### src/hdl/ffd_pkg.sv
// Shared types, constants and saturation helper for the fractional feedback delay.
`default_nettype none
package ffd_pkg;

   localparam int SAMPLE_W = 24;
   localparam int GAIN_W   = 16;
   localparam int ACC_W    = 42;
   localparam int CSR_W    = 23;

   localparam logic [14:0] FB_MAX    = 15'd32604;
   localparam logic [15:0] MIX_ONE   = 16'd32768;
   localparam logic [31:0] DELAY_MIN = 32'd256;

   typedef enum logic [1:0] {
      CSR_ENABLE   = 2'd0,
      CSR_DELAY    = 2'd1,
      CSR_FEEDBACK = 2'd2,
      CSR_MIX      = 2'd3
   } ffd_csr_type;

   typedef enum logic [1:0] {
      MAC_HOLD = 2'd0,
      MAC_LOAD = 2'd1,
      MAC_ADD  = 2'd2
   } ffd_mac_op_type;

   typedef struct packed {
      ffd_mac_op_type              op;
      logic signed [SAMPLE_W-1:0]  a;
      logic [GAIN_W-1:0]           b;
   } ffd_mac_ctl_type;

   typedef struct packed {
      logic                        en;
      logic signed [SAMPLE_W-1:0]  data;
   } ffd_ring_wr_type;

   // Clip a 28-bit signed value to the 24-bit sample range.
   function automatic logic signed [SAMPLE_W-1:0] sat24(input logic signed [27:0] x);
      logic signed [SAMPLE_W-1:0] r;
      if ((x[27:23] == 5'b00000) || (x[27:23] == 5'b11111)) begin
         r = x[23:0];
      end else if (x[27]) begin
         r = {1'b1, {(SAMPLE_W-1){1'b0}}};
      end else begin
         r = {1'b0, {(SAMPLE_W-1){1'b1}}};
      end
      return r;
   endfunction

endpackage
`default_nettype wire

### src/hdl/ffd_mac.sv
// Shared signed-by-unsigned multiply-accumulate unit used by every product.
`default_nettype none
module ffd_mac (
   input  wire logic                                 clock,
   input  wire ffd_pkg::ffd_mac_ctl_type             ctl,
   output logic signed [ffd_pkg::ACC_W-1:0]          acc
);

   localparam int PROD_W = ffd_pkg::SAMPLE_W + ffd_pkg::GAIN_W + 1;

   logic signed [PROD_W-1:0]         prod;
   logic signed [ffd_pkg::ACC_W-1:0] acc_ff;
   logic signed [ffd_pkg::ACC_W-1:0] acc_in;

   assign prod = ctl.a * $signed({1'b0, ctl.b});

   always_comb begin
      unique case (ctl.op)
         ffd_pkg::MAC_LOAD: acc_in = ffd_pkg::ACC_W'(prod);
         ffd_pkg::MAC_ADD:  acc_in = acc_ff + ffd_pkg::ACC_W'(prod);
         default:           acc_in = acc_ff;
      endcase
   end

   always_ff @(posedge clock) begin
      acc_ff <= acc_in;
   end

   assign acc = acc_ff;

endmodule
`default_nettype wire

### config.mk
export PLATFORM = sky130hd
export DESIGN_NAME = ffd_mac
export DESIGN_NICKNAME = d
export VERILOG_FILES = /design/src/hdl/ffd_pkg.sv /design/src/hdl/ffd_mac.sv
export SDC_FILE = /design/constraint.sdc
export NUM_CORES = 1
export LEC_CHECK = 0
export ABC_CLOCK_PERIOD_IN_PS = 10300
export BUFFER_PORTS_ARGS = -buffer_cell sky130_fd_sc_hd__buf_4
export CORE_UTILIZATION = 45
export CTS_CLUSTER_SIZE = 40
export DETAILED_ROUTE_END_ITERATION = 8
export GPL_TIMING_DRIVEN = 0
export PLACE_DENSITY = 0.62
export SYNTH_ARGS = -nofsm -noshare
export SYNTH_HDL_FRONTEND = slang
export SYNTH_SLANG_ARGS = --single-unit
export TNS_END_PERCENT = 100
### constraint.sdc
create_clock -name clock -period 10.3 [get_ports clock]
set_clock_uncertainty 0.2 [all_clocks]
set_input_delay 0.515 -clock clock [delete_from_list [all_inputs] [get_ports clock]]
set_output_delay 0.515 -clock clock [all_outputs]
set_load 0.005 [all_outputs]
Word-level counts from Yosys, hierarchy flattened --
Cells that the tools add are included.
Storage, ports and cells: flip-flop bits (word level) 42, bits in latches 0, memory bits (writable) 0, memory bits (read-only) 0, input bits 43, output and inout port bits 42, memories 0
Operators by class: $add $sub $neg 1, multipliers 1, divide/modulo/power cells 0, order comparisons 0, equality and inequality tests 2, shifts and indexed selects 0, multiplexer cells 1, bitwise operators 0, reductions and logical operators 1
Operators by type and width (number):
- $pmux W42 S2 | 1
- $add A42 B41 Y42 | 1
- $mul A24 B17 Y41 | 1
- $eq A2 B1 Y1 const B | 1
- $eq A2 B2 Y1 const B | 1
- $reduce_bool A2 Y1 | 1

Longest topological paths before layout --
Gate-level depths: netlist of run 1.
depth in word-level cells 3, depth in mapped cells 34, gate-level depth less buffers 33

Least setup slack after synthesis of run 1 --
No wires, ideal clock.
path kind input to register, start input ctl[2] (netlist name), end register acc_ff, in the netlist acc[40] (data pin), arrival time 7.883 ns, required time 9.840 ns, slack 1.957 ns, stages 32, cells stage by stage clkbuf_1 > nand2_1 > fa_1 > fa_1 > fa_1 > inv_1 > fa_1 > fa_1 > inv_1 > fa_1 > inv_1 > ha_1 > a21o_1 > a21oi_1 > o21ai_1 > a21o_1 > a31o_2 > and2_1 > o21ai_0 > nand2b_1 > xor2_1 > ha_1 > a21o_1 > a21o_1 > a21o_1 > a21o_1 > a21o_1 > or4_1 > o21ai_1 > o21ai_1 > xor2_1 > mux2_2
On the way: word-level cells in the longest chain between the ends 3
Ends and longest elaborated chain:
- start, declared | line ffd_mac.sv:5 | input wire ffd_pkg::ffd_mac_ctl_type ctl,
- $mul A24 B17 Y41 * | line ffd_mac.sv:15 | assign prod = ctl.a * $signed({1'b0, ctl.b});
- $add A42 B41 Y42 | line ffd_mac.sv:20 | ffd_pkg::MAC_ADD: acc_in = acc_ff + ffd_pkg::ACC_W'(prod);
- $pmux W42 S2 * | line ffd_mac.sv:18 | unique case (ctl.op)
- net acc_in (one bit) | line ffd_mac.sv:13 | logic signed [ffd_pkg::ACC_W-1:0] acc_in;
- end signal, assigned | line ffd_mac.sv:26 | acc_ff <= acc_in;
- end, declared | line ffd_mac.sv:12 | logic signed [ffd_pkg::ACC_W-1:0] acc_ff;
The timed path passes the listed nets; every way through them passes the cells marked *. A chain may end at the register's enable or synchronous reset.

Worst setup path in the final report of run 1 --
start input ctl[6] (netlist name), end register acc_ff, in the netlist acc[40] (data pin)
The elaborated chain is that of the path after synthesis.

==> run summary, run 1 <==
The multi-input combinational cells in the finished layout cover a total of 14,500 um^2. The xor and xnor fraction of the mapped netlist area was 0.0376; the total of buffers placed on input and output ports was 84. For the worst setup path, the data required time is 10.16 ns. Row count: 72.

Post-CTS repair changed the size of 0 cells. The number of nets handed over by synthesis was 2,581. The height of the die is 201 um.

The mean instance size in the synthesized netlist was 8.90 um^2; the post-synthesis cell count was 2,011. Counting flops with a built-in enable in the synthesized netlist gives 42. The pre-antenna-repair detailed-routing pass consisted of 5 iterations. The critical path is of the input port to flop type. Entering global routing, the biggest net connects 24 pins. After the first detailed-routing iteration, the DRC count stood at 569. Buffers inserted during clock tree synthesis total 5.

Summed over all layers, the routed wires come to 48,000 um. The number of buffers and inverters on the critical path is 6. The fill cell total of the finished layout is 3,804, and the slew at the pin with the worst max-slew slack is 0.940 ns. The tools report the proportion of synthesized chip area in sequential cells as 0.0704.

Setup repair after global routing left no endpoint under its margin. The antenna cell count was 0. The number of H-tree levels was 2; the netlist area before placement was 17,900 um^2. For the total routing usage reported by global routing, the log shows 0.245.

The adder and majority cell fraction of the synthesized area was 0.527. The synthesized design contains 42 register bits. For this design the top-level I/O count stands at 85. For the post-route antenna net violation count, the log shows 0. Clock period minus final worst setup slack: 9.47 ns. After detailed routing, the number of remaining DRC violations is 0.

The share of cells above drive strength 1 was 0.0632; the clock latency on the worst-skew pair was 0.31 ns. The logs give 13.7k for the total via count after detailed routing and 0 for the count of final setup violators. Compared with the post-synthesis result, the final layout area differs by 8.31%.

The initial antenna violation count is 0, and the async set-or-reset flop fraction in the synthesized netlist is 0. For the worst setup slack after placement, the log shows 0.572 ns. For the area inside the core boundary, the log shows 38,900 um^2. In this run, post-CTS hold repair placed 0 buffers. The total setup buffers inserted after CTS is 0, and the sum of net half-perimeters after detailed placement is 41,000 um. Setup slack closes at 0.832 ns. The initial cell density of the core was 0.460. The tree is rooted in a sky130_fd_sc_hd__clkbuf_16. Max-cap violations in this run came to 0.

The maximum number of buffers from clock root to sink is 2. The synthesized-area fraction occupied by ao, oa, aoi and oai cells was 0.0845; the final RePlAce weighted congestion was 0.951. The tools report the total count of max-transition violations in the final report as 0. The critical path endpoint category is a flop. TritonCTS built the clock tree. The run gives 14.4k as the via count of the first global-routing pass.

The class of the worst hold path was flop to flop. The tools report the worst-case headroom to the max-slew limit as 0.374. The most numerous cell type found on the critical path is sky130_fd_sc_hd__fa_1. For the number of library cell types mapped by synthesis, the log shows 56. For the first-pass GRT wire length, the log shows 76,700 um. On the critical path, the stage with the largest delay is an instance of sky130_fd_sc_hd__a211oi_1. Final period utilization: 0.919.

The logs give 0 for the number of hold violations in the final report and 0.498 for the post-layout utilization of the core. Top achievable clock speed: 106 MHz. Category of cells accounting for the largest share of critical-path delay: adder cells. The die outline width was 201 um; the final net count was 2,673. Global routing finished with a remaining overflow of 0. The worst setup path is launched from an input port. The die covers 40,600 um^2. STA puts the critical path data arrival time at 9.33 ns. Peak per-stage delay on the critical path: 0.64 ns. Along the worst path, the maximum fanout reaches 10. Dividing the detail-routed wire length by the instance count gives 18.3 um. The final total negative setup slack is 0 ns, and the number of flip-flops in the largest register is 42. The clock slew at the register clock pins of the worst setup and hold paths is 0.07 ns. The flow ran to the end, and the final reports show no timing, DRC or antenna violations. Among all flip-flop cells after synthesis, the most frequent one is sky130_fd_sc_hd__edfxtp_1.

Multiplexer share of the synthesized area: 0.0171. The tools report the count of synthesis-stage warnings from yosys as 0. The vias per cell is 5.24, and the area taken by flip-flops and latches is 1260 um^2. The number of clock sinks seen by CTS is 42, and the simple-gate portion of the synthesized area is 0.146.

By area, the combinational part of the netlist is dominated by adder cells.
cell families after synthesis:
family | count (synthesis)
buffers and inverters | 559
AOI/OAI and AO/OA | 232
and+or+nand+nor | 548
xor gates and xnor gates | 76
adders and majority gates | 527
DFF | 42
muxes | 27
cells in the mapped netlist, types with 2 or more instances:
library cell / count / area share
sky130_fd_sc_hd__a211oi_1: 12 / 0.0050
sky130_fd_sc_hd__edfxtp_1: 42 / 0.070
sky130_fd_sc_hd__or4_1: 2 / 0.00084
sky130_fd_sc_hd__a21oi_1: 77 / 0.022
sky130_fd_sc_hd__o21ai_1: 6 / 0.0017
sky130_fd_sc_hd__nand3_1: 15 / 0.0042
sky130_fd_sc_hd__a31oi_1: 6 / 0.0021
sky130_fd_sc_hd__nor3_1: 11 / 0.0031
sky130_fd_sc_hd__and3_1: 8 / 0.0028
sky130_fd_sc_hd__a211o_1: 2 / 0.00098
sky130_fd_sc_hd__xnor2_1: 55 / 0.027
sky130_fd_sc_hd__o21bai_1: 12 / 0.0050
sky130_fd_sc_hd__xor2_1: 20 / 0.0098
sky130_fd_sc_hd__and4_1: 3 / 0.0015
sky130_fd_sc_hd__inv_1: 488 / 0.10
sky130_fd_sc_hd__o21a_1: 7 / 0.0029
sky130_fd_sc_hd__a21o_1: 48 / 0.020
sky130_fd_sc_hd__nand2b_1: 8 / 0.0028
sky130_fd_sc_hd__and2_1: 160 / 0.056
sky130_fd_sc_hd__nor2_1: 46 / 0.0096
sky130_fd_sc_hd__a31o_2: 3 / 0.0015
sky130_fd_sc_hd__nor2b_1: 3 / 0.0010
sky130_fd_sc_hd__clkbuf_1: 68 / 0.014
sky130_fd_sc_hd__o211ai_1: 4 / 0.0017
sky130_fd_sc_hd__a21boi_0: 5 / 0.0021
sky130_fd_sc_hd__o31ai_1: 3 / 0.0013
sky130_fd_sc_hd__nand2_1: 274 / 0.057
sky130_fd_sc_hd__ha_1: 149 / 0.10
sky130_fd_sc_hd__mux2_2: 25 / 0.016
sky130_fd_sc_hd__nand4_1: 15 / 0.0052
sky130_fd_sc_hd__buf_6: 2 / 0.0013
sky130_fd_sc_hd__o21ai_0: 30 / 0.0084
sky130_fd_sc_hd__fa_1: 378 / 0.42
sky130_fd_sc_hd__a21oi_2: 2 / 0.00098
area by class of cell:
type	instances	share of cell area
Tap cell	518	0.0334
Multi-Input combinational cell	1410	0.749
Clock inverter	3	0.00329
Timing Repair Buffer	85	0.0335
Inverter	488	0.0944
Clock buffer	5	0.00645
Sequential cell	42	0.0650
Buffer	71	0.0145
worst reg2reg max path: stages, from the launching register on:
cell and delay (ns):
sky130_fd_sc_hd__edfxtp_1 0.40, sky130_fd_sc_hd__ha_1 0.26, sky130_fd_sc_hd__fa_1 0.44, sky130_fd_sc_hd__a21o_1 0.19, sky130_fd_sc_hd__a21oi_1 0.29, sky130_fd_sc_hd__o21a_1 0.18
sky130_fd_sc_hd__o211ai_1 0.23, sky130_fd_sc_hd__nand4_1 0.26, sky130_fd_sc_hd__a21boi_2 0.13, sky130_fd_sc_hd__or4_1 0.48, sky130_fd_sc_hd__a31oi_1 0.23, sky130_fd_sc_hd__xnor2_1 0.10
sky130_fd_sc_hd__mux2_4 0.26
per-layer routing:
metal,wire [um],vias up,global-route usage
met2,23900,333,0.425
met5,0,-,0
met1,19900,7036,0.313
met4,1920,0,0.0906
met3,2240,86,0.0277
li1,-,6275,-
final timing paths:
kind	from	to	slack, ns	cells after the start
worst min register to register	acc[0]$_DFFE_PP_	acc[0]$_DFFE_PP_	0.52	2
worst max register to register	acc[0]$_DFFE_PP_	acc[34]$_DFFE_PP_	6.39	12
worst min-delay path	acc[0]$_DFFE_PP_	acc[0]$_DFFE_PP_	0.52	2
worst max-delay path	ctl[6]	acc[40]$_DFFE_PP_	0.83	33
through the flow:
step / std cells / hold WS (ns) / cell area, um^2
6_report: 2622 / 0.516 / 19400
5_1_grt: 2622 / 0.552 / 19400
3_3_place_gp: 2613 / 0.486 / 19200
4_1_cts: 2622 / 0.518 / 19400
2_1_floorplan: 2011 / 0.500 / 17900
3_5_place_dp: 2614 / 0.500 / 19200
layout by cell type (no fill, tap or decap), drive strengths merged, types with 3 or more instances in the layout:
| cell | n |
|---|---|
| ha | 149 |
| nor3 | 11 |
| o21bai | 12 |
| a211oi | 12 |
| edfxtp | 42 |
| buf | 88 |
| o211ai | 4 |
| fa | 378 |
| mux2 | 26 |
| and2 | 160 |
| nand3 | 15 |
| a21boi | 6 |
| a21o | 48 |
| o31ai | 3 |
| a31oi | 6 |
| nor2b | 3 |
| and3 | 8 |
| nand2b | 8 |
| a21oi | 79 |
| nand2 | 274 |
| xnor2 | 56 |
| and4 | 3 |
| nand4 | 15 |
| inv | 488 |
| o21ai | 37 |
| xor2 | 20 |
| nor2 | 46 |
| o21a | 7 |
| a31o | 3 |
| clkbuf | 73 |
Power of run 1 is not shown: default switching activity piles up to over one toggle a cycle in this logic, so the estimate is an artifact.
==> inputs of run 2 (changes only) <==
Settings changed: CORE_ASPECT_RATIO set to 1.5.
==> run 2 against run 1 <==
Against the previous run:
- critical path type unchanged
- worst hold slack gained 0.048 ns
- register-to-register slack lost 0.10 ns
- routed wire length grew 1.8%
- setup slack lost 0.24 ns
- largest cell class unchanged
==> run summary, run 2 (synthesized netlist as in run 1, its figures left out) <==
The run finished with clean final reports. The number of clock sinks seen by CTS is 42 (unchanged), and the total via count after detailed routing is 13.6k (-1.2%). The total of buffers placed on input and output ports was 84 (unchanged); the final period utilization was 0.943 (+0.0235). The run gives 2,604 (-0.69%) as the final cell count without fillers. The number of flip-flops in the largest register is 42 (unchanged). Worst-case headroom to the max-slew limit: 0.390 (+0.0169). For the violation count after the first detailed-routing iteration, the log shows 720 (+27%). The leading cell type in the layout, fill and taps excluded was sky130_fd_sc_hd__inv_1. The aggregate routed wire length came out at 48,800 um (+1.8%).

Leaving out fill and tap cells, the most frequent cells in the layout are sky130_fd_sc_hd__inv_1 (487), sky130_fd_sc_hd__fa_1 (378), sky130_fd_sc_hd__nand2_1 (274). For the count of final setup violators, the log shows 0 (unchanged). Multi-input combinational cell area: 14,500 um^2 (about the same). The DRC violations left is 0 (unchanged). The area inside the core boundary came out at 39,300 um^2 (+1.0%).

The post-route antenna net violation count was 0 (unchanged). For the hold buffer count at cts, the log shows 0 (unchanged). In this run the worst hold path is classified as input port to flop. The vias per cell works out to 5.21 (-0.52%). Setup repair after global routing left no endpoint under its margin. The clock root buffer master was sky130_fd_sc_hd__clkbuf_16. The antenna cell count is 0 (unchanged). The top achievable clock speed is 103 MHz (-2.5%). Among the stages of the critical path, the cell type that occurs most often is sky130_fd_sc_hd__fa_1.

The initial cell density of the core is 0.456 (-0.00458), and the first-pass iteration count of the detailed router is 5 (unchanged). The area of the die came out at 40,600 um^2 (about the same). Height of the die: 246 um (+22%). For the number of hold violations in the final report, the log shows 0 (unchanged).

The fill cell total of the finished layout was 3,811 (+0.18%); the arrival time of data at the critical path endpoint was 9.57 ns (+0.24 ns). The peak per-stage delay on the critical path was 0.72 ns (+0.08 ns); the final instance area was 19,400 um^2 (-0.21%). Critical path endpoint category: a flop. The logs give 2,596 (-0.69%) for the number of cells in the design after placement and 5 (unchanged) for the number of clock buffers inserted by TritonCTS. The worst setup path is launched from an input port. The clock latency on the worst-skew pair is 0.31 ns (about the same), and the share of cells above drive strength 1 is 0.0637 (+0.000475).

TritonCTS built the clock tree. The via count of the first global-routing pass was 14.9k (+3.3%); the number of H-tree levels was 2 (unchanged). Initial antenna violation count: 0 (unchanged).

Slew at the pin with the worst max-slew slack: 0.914 ns (-0.0253 ns). The run gives 89 (+24%) as the row count. The tools report the final total negative setup slack as 0 ns (unchanged).

Count of boundary I/O pins: 85 (unchanged). The tools report the final net count as 2,673 (unchanged). The clock period minus final worst setup slack was 9.71 ns (+0.242 ns); the cell area after placement was 19,200 um^2 (-0.12%). The biggest fanout along the worst timing path was 10 (unchanged); the area taken by flip-flops and latches was 1260 um^2 (unchanged). The total routing usage reported by global routing is 0.262 (+0.0172), and the area growth from synthesis to layout is 8.08%.

The largest net degree at the start of global routing is 31 (+29%), and the clock slew at the register clock pins of the worst setup and hold paths is 0.07 ns (about the same). The total count of max-transition violations in the final report came out at 0 (unchanged). The total setup buffers inserted after CTS came out at 0 (unchanged). The sum of net half-perimeters after detailed placement was 42,600 um (+3.8%); the reported max-cap violation count was 0 (unchanged).

For the global-route congestion overflow total, the log shows 0 (unchanged). For this design, the slowest cell found on the critical path is sky130_fd_sc_hd__clkbuf_1. The die outline width works out to 165 um (-18%). The tools report the final RePlAce weighted congestion as 0.950 (about the same). The critical setup path kind was input port to flop.

The first-pass GRT wire length was 80,300 um (+4.7%); the routed length per placed instance was 18.7 um (+2.5%). The tools report the post-CTS resize count as 0 (unchanged). Required time at the worst-slack endpoint: 10.16 ns (about the same). Maximum number of buffers from clock root to sink: 2 (unchanged).
[run 2: final cells by class]
class                   instances  area share
clock buffers                   6     0.00666
multi-input cells            1410       0.751
inverters                     488      0.0946
well taps                     500      0.0323
flip-flops and latches         42      0.0652
repair buffers                 85      0.0336
clock inverters                 2     0.00194
plain buffers                  71      0.0145
[run 2: layer usage]
metal / vias up / wire (um) / GRT usage
met4: 0 / 2690 / 0.128
met5: - / 0 / 0
met2: 362 / 24800 / 0.458
met1: 6840 / 19500 / 0.326
met3: 93 / 1900 / 0.0146
li1: 6270 / - / -
[run 2: path summary, 6_finish.rpt]
| kind | from | end | slack (ns) | cells past startpoint |
|---|---|---|---|---|
| hold reg to reg | acc[0]$_DFFE_PP_ | acc[0]$_DFFE_PP_ | 0.59 | 2 |
| setup reg to reg | acc[0]$_DFFE_PP_ | acc[34]$_DFFE_PP_ | 6.29 | 12 |
| hold / removal | ctl[0] | acc[0]$_DFFE_PP_ | 0.56 | 3 |
| setup / recovery | ctl[11] | acc[40]$_DFFE_PP_ | 0.59 | 32 |
[run 2: stage by stage]
step	hold WS [ns]	util	setup WS (ns)
6_report	0.563	0.492	0.589
5_1_grt	0.608	0.492	0.275
4_1_cts	0.573	0.492	0.388
3_5_place_dp	0.563	0.488	0.142
3_3_place_gp	0.563	0.488	0.214
2_1_floorplan	0.500	-	1.96
[run 2: critical path: cells and delay by family]
| kind | cells | cell delay, ns |
|---|---|---|
| compound gates | 9 | 1.94 |
| xor+xnor | 2 | 0.40 |
| fa+ha+maj | 8 | 3.83 |
| buf+inv | 5 | 1.09 |
| mux | 1 | 0.26 |
| simple gates | 7 | 1.52 |
Power of run 2 is left out for the same reason.
==> inputs of run 3 (changes only) <==
Settings changed: RECOVER_POWER set to 100.
==> run 3 against run 2 <==
Against the previous run:
- the run now ends with capacitance limit, slew limit left
- global-route usage unchanged
- register-to-register slack got worse by 0.14 ns
- sequential share of layout area about the same
- cell area is 0.33% lower
- maximum frequency fell by 1.7%
- critical path depth did not move
- worst hold slack better by 0.0059 ns
- die area did not move
- first-iteration DRC count decreased by 6.1%
- highest routed layer unchanged
==> run summary, run 3 (synthesized netlist as in run 1, its figures left out) <==
The library cells used most frequently in the layout, excluding fill and tap cells, are sky130_fd_sc_hd__inv_1 (488), sky130_fd_sc_hd__fa_1 (378), sky130_fd_sc_hd__nand2_1 (274). For the required time at the worst-slack endpoint, the log shows 10.16 ns (about the same). The tightest min-delay check is of the input port to flop type. The run gives 0 (unchanged) as the hold buffer count at cts. The clock slew at the register clock pins of the worst setup and hold paths came out at 0.07 ns (about the same).

The largest net degree at the start of global routing is 31 (unchanged). The sum of net half-perimeters after detailed placement is 42,600 um (unchanged). The number of flip-flops in the largest register is 42 (unchanged). The number of clock sinks seen by CTS was 42 (unchanged).

The post-CTS resize count came out at 0 (unchanged). The height of the die was 246 um (unchanged). The vias per cell was 5.21 (about the same); the fill cell total of the finished layout was 3,814 (+0.079%). The final instance area is 19,300 um^2 (-0.33%), and the number of clock buffers inserted by TritonCTS is 5 (unchanged).

The run gives 9.73 ns (+0.16 ns) as the arrival time of data at the critical path endpoint. The tools report the count of boundary I/O pins as 85 (unchanged). The biggest fanout along the worst timing path was 10 (unchanged); the global-route congestion overflow total was 0 (unchanged). Final net count: 2,673 (unchanged). The DRC violations left came out at 0 (unchanged).

The final reports fail on capacitance limit, slew limit. Leaving out fill and tap cells, the most frequent cell in the layout is sky130_fd_sc_hd__inv_1. The flow ran to the end, but the final reports show violations.

The clock latency on the worst-skew pair was 0.31 ns (about the same). Counting stages on the worst path, the most repeated cell is sky130_fd_sc_hd__fa_1. The post-route antenna net violation count was 0 (unchanged). For the worst hold slack, the log shows 0.569 ns (+0.00594 ns). The tree is rooted in a sky130_fd_sc_hd__clkbuf_16. The worst-case headroom to the max-slew limit is -0.206 (-0.596), and the total of buffers placed on input and output ports is 84 (unchanged). The master of the slowest instance on the critical path was sky130_fd_sc_hd__clkbuf_1.

The maximum number of buffers from clock root to sink is 2 (unchanged). The row count came out at 89 (unchanged). Top achievable clock speed: 101 MHz (-1.7%).

For the area of the die, the log shows 40,600 um^2 (unchanged). The run gives 0 ns (unchanged) as the final total negative setup slack. The run gives 0 (unchanged) as the total setup buffers inserted after CTS. Die outline width: 165 um (unchanged). TritonCTS built the clock tree. The antenna cell count was 0 (unchanged); the logic depth of the worst register-to-register path was 12 (unchanged). The clock period minus final worst setup slack is 9.88 ns (+0.165 ns). The area growth from synthesis to layout was 7.73%; the total routing usage reported by global routing was 0.262 (unchanged). The slew at the pin with the worst max-slew slack works out to 1.81 ns (+0.895 ns). STA classifies the critical path endpoint as a flop.

Share of cells above drive strength 1: 0.0580 (-0.00570). The tools report the reported max-cap violation count as 1 (+1). The logs give 0.456 (unchanged) for the initial cell density of the core and 1260 um^2 (unchanged) for the area taken by flip-flops and latches. The number of H-tree levels came out at 2 (unchanged). The total via count after detailed routing came out at 13.6k (-0.037%). For the first-pass iteration count of the detailed router, the log shows 5 (unchanged). The initial antenna violation count was 0 (unchanged). Final period utilization: 0.959 (+0.0160). The tools report the count of final setup violators as 0 (unchanged). The setup path with the least slack is of type input port to flop. The first-pass GRT wire length was 80,300 um (unchanged). Total count of max-transition violations in the final report: 31 (+31). Setup repair after global routing left no endpoint under its margin. The logs give 19,200 um^2 (unchanged) for the cell area after placement and 0 (unchanged) for the number of hold violations in the final report. The sum of buffers and inverters on the critical path was 5 (unchanged); the via count of the first global-routing pass was 14.9k (unchanged). Nature of the critical path startpoint: an input port. The run gives 676 (-6.1%) as the violation count after the first detailed-routing iteration.

The category of cells accounting for the largest share of critical-path delay was adder cells. The run gives 48,700 um (-0.18%) as the aggregate routed wire length. The routed length per placed instance was 18.7 um (-0.18%); the final RePlAce weighted congestion was 0.950 (unchanged). The count of cell instances traversed by the critical path is 32 (unchanged), and the peak per-stage delay on the critical path is 0.73 ns (about the same). The depth of the worst hold-timing path was 3 (unchanged); the area inside the core boundary was 39,300 um^2 (unchanged). The multi-input combinational cell area was 14,500 um^2 (-0.17%).
## run 3: changes by cell type in the layout (fill, tap and decap cells not counted), moves of 2 or more
cell / previous run / this run
sky130_fd_sc_hd__clkbuf_4: 0 / 39
sky130_fd_sc_hd__o21ai_0: 30 / 34
sky130_fd_sc_hd__clkbuf_1: 69 / 76
sky130_fd_sc_hd__mux2_1: 0 / 2
sky130_fd_sc_hd__buf_4: 84 / 39
sky130_fd_sc_hd__o21ai_1: 6 / 2
## run 3: worst min-delay path, cell delays in order
cell and delay, ns:
sky130_fd_sc_hd__buf_4 0.13, sky130_fd_sc_hd__and2_1 0.18, sky130_fd_sc_hd__mux2_2 0.15
## run 3: cell type report
type | count | share of cell area
sequential | 42 | 0.0654
clock inverter | 2 | 0.00195
tap | 500 | 0.0324
inverter | 488 | 0.0950
buffer | 71 | 0.0146
timing repair buffer | 85 | 0.0317
multi-input combinational | 1410 | 0.752
clock buffer | 6 | 0.00668
## run 3: stage by stage
step	setup slack (ns)	cells	util
after floorplan	1.96	2011	-
after global placement	0.214	2595	0.488
after detailed placement	0.142	2596	0.488
after CTS	0.388	2604	0.492
after global routing	0.184	2604	0.491
final	0.424	2604	0.491
## run 3: routing by layer
layer / vias to the layer above / part of all wire / track usage
li1: 6271 / - / -
met3: 96 / 0.037 / 0.0146
met5: - / 0 / 0
met4: 0 / 0.056 / 0.128
met2: 344 / 0.51 / 0.458
met1: 6849 / 0.40 / 0.326
## run 3: final timing paths
path / endpoint / slack (ns) / from
max: acc[40]$_DFFE_PP_ / 0.42 / ctl[11]
min: acc[0]$_DFFE_PP_ / 0.57 / ctl[0]
max reg2reg: acc[34]$_DFFE_PP_ / 6.15 / acc[0]$_DFFE_PP_
min reg2reg: acc[0]$_DFFE_PP_ / 0.58 / acc[0]$_DFFE_PP_
Power of run 3 is left out for the same reason.
